===== config.mk =====
export PLATFORM = sky130hd
export DESIGN_NAME = triangular_index_unpack
export DESIGN_NICKNAME = d
export VERILOG_FILES = /design/src/rtl/tiu_pkg.sv /design/src/rtl/tiu_sqrt_stage.sv /design/src/rtl/tiu_finish.sv /design/src/rtl/triangular_index_unpack.sv
export SDC_FILE = /design/constraint.sdc
export NUM_CORES = 2
export LEC_CHECK = 0
export BUFFER_PORTS_ARGS = -buffer_cell sky130_fd_sc_hd__buf_2
export CAP_MARGIN = 25
export CORE_ASPECT_RATIO = 1.1
export CORE_MARGIN = 2
export CORE_UTILIZATION = 58
export CTS_CLUSTER_DIAMETER = 200
export DETAILED_ROUTE_END_ITERATION = 16
export PLACE_DENSITY = 0.74
export SETUP_SLACK_MARGIN = 0.5
export SLEW_MARGIN = 20
export SYNTH_ARGS = -nofsm -noshare
export SYNTH_HDL_FRONTEND = slang
export SYNTH_SLANG_ARGS = --single-unit
export TNS_END_PERCENT = 100

===== constraint.sdc =====
create_clock -name clk -period 131.9 [get_ports clk]
set_clock_uncertainty 0.1 [all_clocks]
set_input_delay 19.785 -clock clk [delete_from_list [all_inputs] [get_ports clk]]
set_output_delay 19.785 -clock clk [all_outputs]
set_load 0.03 [all_outputs]

===== src/rtl/tiu_pkg.sv =====
`default_nettype none
package tiu_pkg;

  localparam int INDEX_BITS = 48;
  localparam int OUT_BITS   = 25;
  // radicand is 8*p+1, padded to an even width
  localparam int RAD_BITS   = ((INDEX_BITS + 3 + 1) / 2) * 2;
  localparam int ROOT_BITS  = RAD_BITS / 2;
  localparam int REM_BITS   = ROOT_BITS + 2;

  typedef struct packed {
    logic                 valid;
    logic [RAD_BITS-1:0]  rad;
    logic [REM_BITS-1:0]  rem;
    logic [ROOT_BITS-1:0] root;
  } tiu_lane_t;

endpackage
`default_nettype wire


===== src/rtl/tiu_sqrt_stage.sv =====
`default_nettype none
module tiu_sqrt_stage import tiu_pkg::*; (
  input  wire logic      clk,
  input  wire logic      rst_n,
  input  wire logic      en,
  input  wire tiu_lane_t d,
  output tiu_lane_t      q
);

  tiu_lane_t           q_r;
  tiu_lane_t           q_nxt;
  logic [REM_BITS-1:0] rem_sh;
  logic [REM_BITS-1:0] trial;
  logic                ge;

  // one restoring square-root digit
  always_comb begin
    rem_sh      = {d.rem[REM_BITS-3:0], d.rad[RAD_BITS-1 -: 2]};
    trial       = {d.root, 2'b01};
    ge          = (rem_sh >= trial);
    q_nxt.valid = d.valid;
    q_nxt.rad   = d.rad << 2;
    q_nxt.rem   = ge ? (rem_sh - trial) : rem_sh;
    q_nxt.root  = {d.root[ROOT_BITS-2:0], ge};
  end

  always_ff @(posedge clk) begin
    if (!rst_n) begin
      q_r.valid <= 1'b0;
    end else if (en) begin
      q_r.valid <= q_nxt.valid;
    end
    if (en) begin
      q_r.rad  <= q_nxt.rad;
      q_r.rem  <= q_nxt.rem;
      q_r.root <= q_nxt.root;
    end
  end

  assign q = q_r;

endmodule
`default_nettype wire


===== src/rtl/tiu_finish.sv =====
`default_nettype none
module tiu_finish import tiu_pkg::*; (
  input  wire logic                clk,
  input  wire logic                rst_n,
  input  wire logic                en,
  input  wire tiu_lane_t           d,
  output logic                     out_valid,
  output logic [OUT_BITS-1:0]      out_row,
  output logic [OUT_BITS-1:0]      out_column
);

  logic                  valid_r;
  logic [OUT_BITS-1:0]   row_r;
  logic [OUT_BITS-1:0]   column_r;
  logic [OUT_BITS-1:0]   row_nxt;
  logic [OUT_BITS-1:0]   column_nxt;
  logic [ROOT_BITS-1:0]  s_m1;
  logic [REM_BITS:0]     adj;

  // s = isqrt(8p+1), i = (s-1)/2; j = r/8 for odd s, (r+2s-1)/8 for even s
  always_comb begin
    s_m1       = d.root - ROOT_BITS'(1);
    adj        = {1'b0, d.rem} + (REM_BITS + 1)'({d.root, 1'b0}) - (REM_BITS + 1)'(1);
    row_nxt    = OUT_BITS'(s_m1 >> 1);
    column_nxt = d.root[0] ? OUT_BITS'(d.rem >> 3) : OUT_BITS'(adj >> 3);
  end

  always_ff @(posedge clk) begin
    if (!rst_n) begin
      valid_r <= 1'b0;
    end else if (en) begin
      valid_r <= d.valid;
    end
  end

  always_ff @(posedge clk) begin
    if (en) begin
      row_r    <= row_nxt;
      column_r <= column_nxt;
    end
  end

  assign out_valid  = valid_r;
  assign out_row    = row_r;
  assign out_column = column_r;

endmodule
`default_nettype wire


===== src/rtl/triangular_index_unpack.sv =====
// Pipeline: 27 registers, one per root bit of isqrt(8p+1) (26 stages) plus the
//   output register, the first loaded at the transfer edge; a result is valid
//   once its index has passed through all of them.
// Throughput: one index per cycle; the whole pipeline holds while a result
//   waits on out_ready.
// Reset: synchronous, active low; clears the stage and output valid bits only.
`default_nettype none
module triangular_index_unpack import tiu_pkg::*; (
  input  wire logic                  clk,
  input  wire logic                  rst_n,
  input  wire logic                  in_valid,
  output logic                       in_ready,
  input  wire logic [INDEX_BITS-1:0] in_packed_index,
  output logic                       out_valid,
  input  wire logic                  out_ready,
  output logic [OUT_BITS-1:0]        out_row,
  output logic [OUT_BITS-1:0]        out_column
);

  logic      en;
  tiu_lane_t lane [ROOT_BITS+1];

  assign en       = !out_valid || out_ready;
  assign in_ready = en;

  always_comb begin
    lane[0].valid = in_valid;
    lane[0].rad   = RAD_BITS'({in_packed_index, 3'b001});
    lane[0].rem   = '0;
    lane[0].root  = '0;
  end

  for (genvar k = 0; k < ROOT_BITS; k++) begin : g_stage
    tiu_sqrt_stage u_stage (
      .clk   (clk),
      .rst_n (rst_n),
      .en    (en),
      .d     (lane[k]),
      .q     (lane[k+1])
    );
  end

  tiu_finish u_finish (
    .clk        (clk),
    .rst_n      (rst_n),
    .en         (en),
    .d          (lane[ROOT_BITS]),
    .out_valid  (out_valid),
    .out_row    (out_row),
    .out_column (out_column)
  );

endmodule
`default_nettype wire


After elaboration in Yosys (flattened, before gate mapping)
Cells that the tools add are included.
Widths: inputs -> output; s select.
{"block": "word_totals", "regBits": 1658, "in_bits": 52}
{"block": "classes", "n_addsub": 29, "order_cmp": 26, "mux": 27, "n_reduce_logical": 2}
{"cell": "$mux 26", "count": 24}
{"cell": "$add 28x27->28", "count": 1}
{"cell": "$ge 28x10->1", "count": 1}
{"cell": "$ge 28x11->1", "count": 1}
{"cell": "$ge 28x12->1", "count": 1}
{"cell": "$ge 28x13->1", "count": 1}
{"cell": "$ge 28x14->1", "count": 1}
{"cell": "$ge 28x15->1", "count": 1}
{"cell": "$ge 28x16->1", "count": 1}
{"cell": "$ge 28x17->1", "count": 1}
{"cell": "$ge 28x18->1", "count": 1}
{"cell": "$ge 28x19->1", "count": 1}
{"cell": "$ge 28x20->1", "count": 1}
{"cell": "$ge 28x21->1", "count": 1}
{"cell": "$ge 28x22->1", "count": 1}
{"cell": "$ge 28x23->1", "count": 1}
{"cell": "$ge 28x24->1", "count": 1}
{"cell": "$ge 28x25->1", "count": 1}
{"cell": "$ge 28x26->1", "count": 1}
{"cell": "$ge 28x27->1", "count": 1}
{"cell": "$ge 28x3->1", "count": 1}
{"cell": "$ge 28x4->1", "count": 1}
{"cell": "$ge 28x5->1", "count": 1}
{"cell": "$ge 28x6->1", "count": 1}
{"cell": "37 further kinds", "count": 37}

Depth between registers and ports, before layout
{"block": "logic_depth", "ltp_word": 3, "depth_mapped": 14}

Modules after synthesis
From an unflattened synthesis, not the netlist that was laid out.
{"block": "unflattened", "cells_unflattened": 10849, "area_unflattened_um2": 137466.8}
{"module": "tiu_sqrt_stage (g_stage[1].u_stage ...)", "n_inst": 15, "cells_per_inst": 419, "area_each_um2": 5154.9}
{"module": "tiu_sqrt_stage (g_stage[0].u_stage ...)", "n_inst": 10, "cells_per_inst": 365, "area_each_um2": 5061.1}
{"module": "tiu_sqrt_stage (g_stage[19].u_stage)", "n_inst": 1, "cells_per_inst": 420, "area_each_um2": 5263.8}
{"module": "tiu_finish", "n_inst": 1, "cells_per_inst": 491, "area_each_um2": 4254.1}
{"module": "triangular_index_unpack", "n_inst": 1, "cells_per_inst": 3, "area_each_um2": 13.8}

Worst setup path before layout
No wires, ideal clock.
{"block": "synth_timing", "path_kind": "in2out", "startpoint": "in out_ready", "endpoint": "out in_ready", "t_arrival_ns": 63.885, "required_time_ns": 112.015, "setup_slack_ns": 48.130, "path_stages": 4, "path_buffers": 2, "cell_sequence": "nor2b_1 > clkbuf_1 > clkinv_1 > clkbuf_1"}
{"block": "synth_between", "elab_chain_len": 1}
{"element": "start, declared", "line": "triangular_index_unpack.sv:15", "source": "input wire logic out_ready,"}
{"element": "$logic_or 1x1->1", "line": "triangular_index_unpack.sv:23", "source": "assign en = !out_valid || out_ready;"}
{"element": "end, declared", "line": "triangular_index_unpack.sv:12", "source": "output logic in_ready,"}
No other way between the ends.

Worst setup path after layout
Same ends and word-level chain as after synthesis.

==> flow_summary.yaml <==
logic_synthesis:
  ys_warn_count: 0
  synth_top_flop_cell: "edfxtp_1"
  synth.cell_area_sq_um: 78300
  syn_inst: 6193
  synth_xor_area_share_pct: 6.18
  synth_edf_count: 1614
  ys_types: 94
  ys_seq_area_share_pct: 62.6
  synth_top_family_by_area: "compound AO/OA/AOI/OAI gates"
  synth_top_cell_by_area: "edfxtp_1"
  synth_simple_gate_area_share_pct: 9.62
  synthTopCellsByArea: "edfxtp_1 (62%), ha_1 (6.8%), xnor2_1 (3.4%)"
  synth_area_per_cell_sq_um: 12.7
  synth_fa_ha_area_share_pct: 6.85
  synth.area.mux_share_pct: 1.31
  synth_nets: 6673
  ys_ff_latch: 1641
  synth_top_area_share_pct: 61.9
  synth_compound_area_share_pct: 10.1
  async_flop_share_pct: 0
cts:
  htree_levels: 4
  cts_tree: "built"
  clock_path_buffers: 3
  clk_pin_slew_ns: 0.06
  cts-root-buf: "clkbuf_16"
  clkLatencyLatePin_ns: 0.80
  clkSinkCount: 1641
  hold_buffers: 0
  ctsResizeCount: 0
  cts_setup_buffers: 0
  cts_made_buffers: 166
finish:
  finalNetCount: 6879
  diodes: 0
  final_area_sq_um: 86600
  fin_cells: 8317
  syn_to_final_growth_pct: 10.6
  nFillCells: 9909
  layout-drive-gt1-share_pct: 8.18
  layout_common_cells: "edfxtp_1 (1614), inv_1 (580), ha_1 (426)"
  final_common_cell: "edfxtp_1"
  multi_input_area_sq_um: 26800
  regArea_sq_um: 49000
status:
  outcome: "finished, final reports clean"
route:
  vias: 46900
  drt-pass1-iter-count: 6
  drtAntennaViolNets: 0
  vias_per_cell: 5.64
  finalWirelength_um: 143000
  route.detailed.drc: 0
  post_drt_wl_per_cell_um: 17.2
  drt-initial-drc-count: 2985
placement:
  hpwlAfterDp_um: 101000
  io_buffers: 103
  dpl.cell_count: 8016
  placed_area_sq_um: 81100
  gp_congestion: 0.896
critical_path:
  timing.setup.critical_path_class: "in2out"
  start_kind: "primary input"
  cp_top_family: "buffers and inverters"
  crit_start: "out_ready"
  critPathRequiredTime_ns: 112.01
  arrival_ns: 21.00
  crit_chain: "buf_2, nor2b_2, buf_4, inv_8, buf_2"
  cpMostUsedCell: "buf_2"
  cp_slowest_cell: "inv_8"
  endpoint_kind: "output pin"
  critPathMaxStageDelay_ns: 0.49
  reg2reg_from: "u_finish.out_valid"
  critPathBufInv: 4
  cp_max_fo: 92
die:
  die_y_um: 389
  start_util_pct: 58.4
  die_w_um: 354
  std_cell_rows: 141
  coreArea_sq_um: 134000
  io_pins: 104
  die_area_sq_um: 138000
power_and_ir_drop:
  p_int_mw: 1.09
  p_sw_mw: 0.440
  pwr_density_cell_nw_per_um2: 17.7
  pwr-share-comb_pct: 20.8
  p_clk_share_pct: 30.6
  ir_worst_vdd_uv: 14.2
  leakage_nw: 36.0
  sw_frac_of_total_pct: 28.7
  sequentialPowerShare_pct: 48.6
global_route:
  grt-busiest-layer: "met2"
  met2_usage_pct: 37.2
  gr-usage-met1_pct: 25.0
  grt_start_max_net_pins: 214
  overflow: 0
  grt_use_met3_pct: 3.23
  first_global_vias: 46200
  grt_pass1_wl_um: 232000
  antenna_found_initial: 1
  track_usage_pct: 20.7
timing:
  final.period_utilization_pct: 31.0
  holdWs_ns: 0.303
  hold_violations: 0
  worst_pin_slew_ns: 1.13
  rsz0062_at_grt: "no"
  drv_slew: 0
  setup_tns_ns: 0
  setup_viol: 0
  fmax_mhz: 24.5
  relSlewSlack_pct: 24.9
  fin_crit_ns: 40.88
job:
  cap_viol_max_count: 0
hold_path:
  hold_path_class: "reg2reg"
  hp-start: "g_stage[16].u_stage.q[96]"
[layer usage]
| metal | vias to the layer above | part of all wire (%) |
|---|---|---|
| met3 | 332 | 3.5 |
| met1 | 22500 | 41 |
| li1 | 23200 | - |
| met4 | 2 | 3.7 |
| met2 | 923 | 52 |
| met5 | - | 0.0091 |
[final cells by class]
class                   instances  area share (%)
clock buffers                 190            4.92
flip-flops and latches       1641            56.6
multi-input cells            3863            30.9
well taps                    1787            2.58
inverters                     586            2.55
repair buffers                141            1.02
clock inverters               109            1.48
[through the flow]
step           power (mW)  util [%]  setup WS [ns]
6_report             1.53      64.5          91.02
5_1_grt              1.61      64.5          90.93
4_1_cts              1.55      64.5          91.02
3_5_place_dp         1.07      60.4          91.01
3_3_place_gp         1.06      60.3          91.03
2_1_floorplan       0.984         -          48.13
[worst reg2reg max path: stages, from the launching register on]
cell and delay [ns]:
dfxtp_1 0.31, nor2b_2 0.14, buf_4 0.22, inv_8 0.50, buf_12 0.41, buf_16 0.49
buf_4 1.08, buf_4 0.87, buf_4 0.90
[sequential cells by signal (all words and copies together) (netlist names)]
signal               count
u_finish.out_column     25
g_stage.u_stage.q     1590
u_finish.out_row        25
u_finish.out_valid       1
[power groups by stage]
stage / registers, mW / clock network [mW] / logic (mW)
floorplan: 0.743 / 0 / 0.241
global placement: 0.754 / 0 / 0.308
detailed placement: 0.757 / 0 / 0.316
CTS: 0.746 / 0.482 / 0.319
global route: 0.757 / 0.501 / 0.357
finish: 0.746 / 0.470 / 0.319
[final timing paths]
| path | slack, ns | depth (start not counted) | to |
|---|---|---|---|
| hold / removal | 0.30 | 0 | g_stage[17].u_stage.q[98] |
| setup / recovery | 91.02 | 5 | in_ready |
| hold reg to reg | 0.30 | 0 | g_stage[17].u_stage.q[98] |
| setup reg to reg | 126.47 | 8 | g_stage[2].u_stage.q[33] |
[kinds of logic after synthesis]
kind of cell / after synthesis
flip-flops: 1641
AO/OA/AOI/OAI: 1255
adder cells (fa/ha/maj): 428
AND/OR/NAND/NOR: 1534
multiplexers: 92
buffers and inverters: 689
other: 1
XOR/XNOR: 553
[cell usage after synthesis (all sizes together), types with 38 or more instances]
library cell	n
a21o	175
nand4	63
ha	426
nor4	86
a21oi	373
nand2b	79
nor2b	47
nand2	416
xnor2	300
or3	50
a21boi	45
clkbuf	77
nor3	156
inv	583
o21bai	39
o21a	83
xor2	253
nor2	361
and3	39
o31ai	41
a31oi	38
o21ai	293
edfxtp	1614
nand3	98
mux2	83
Power figures use the tool's default switching activity.
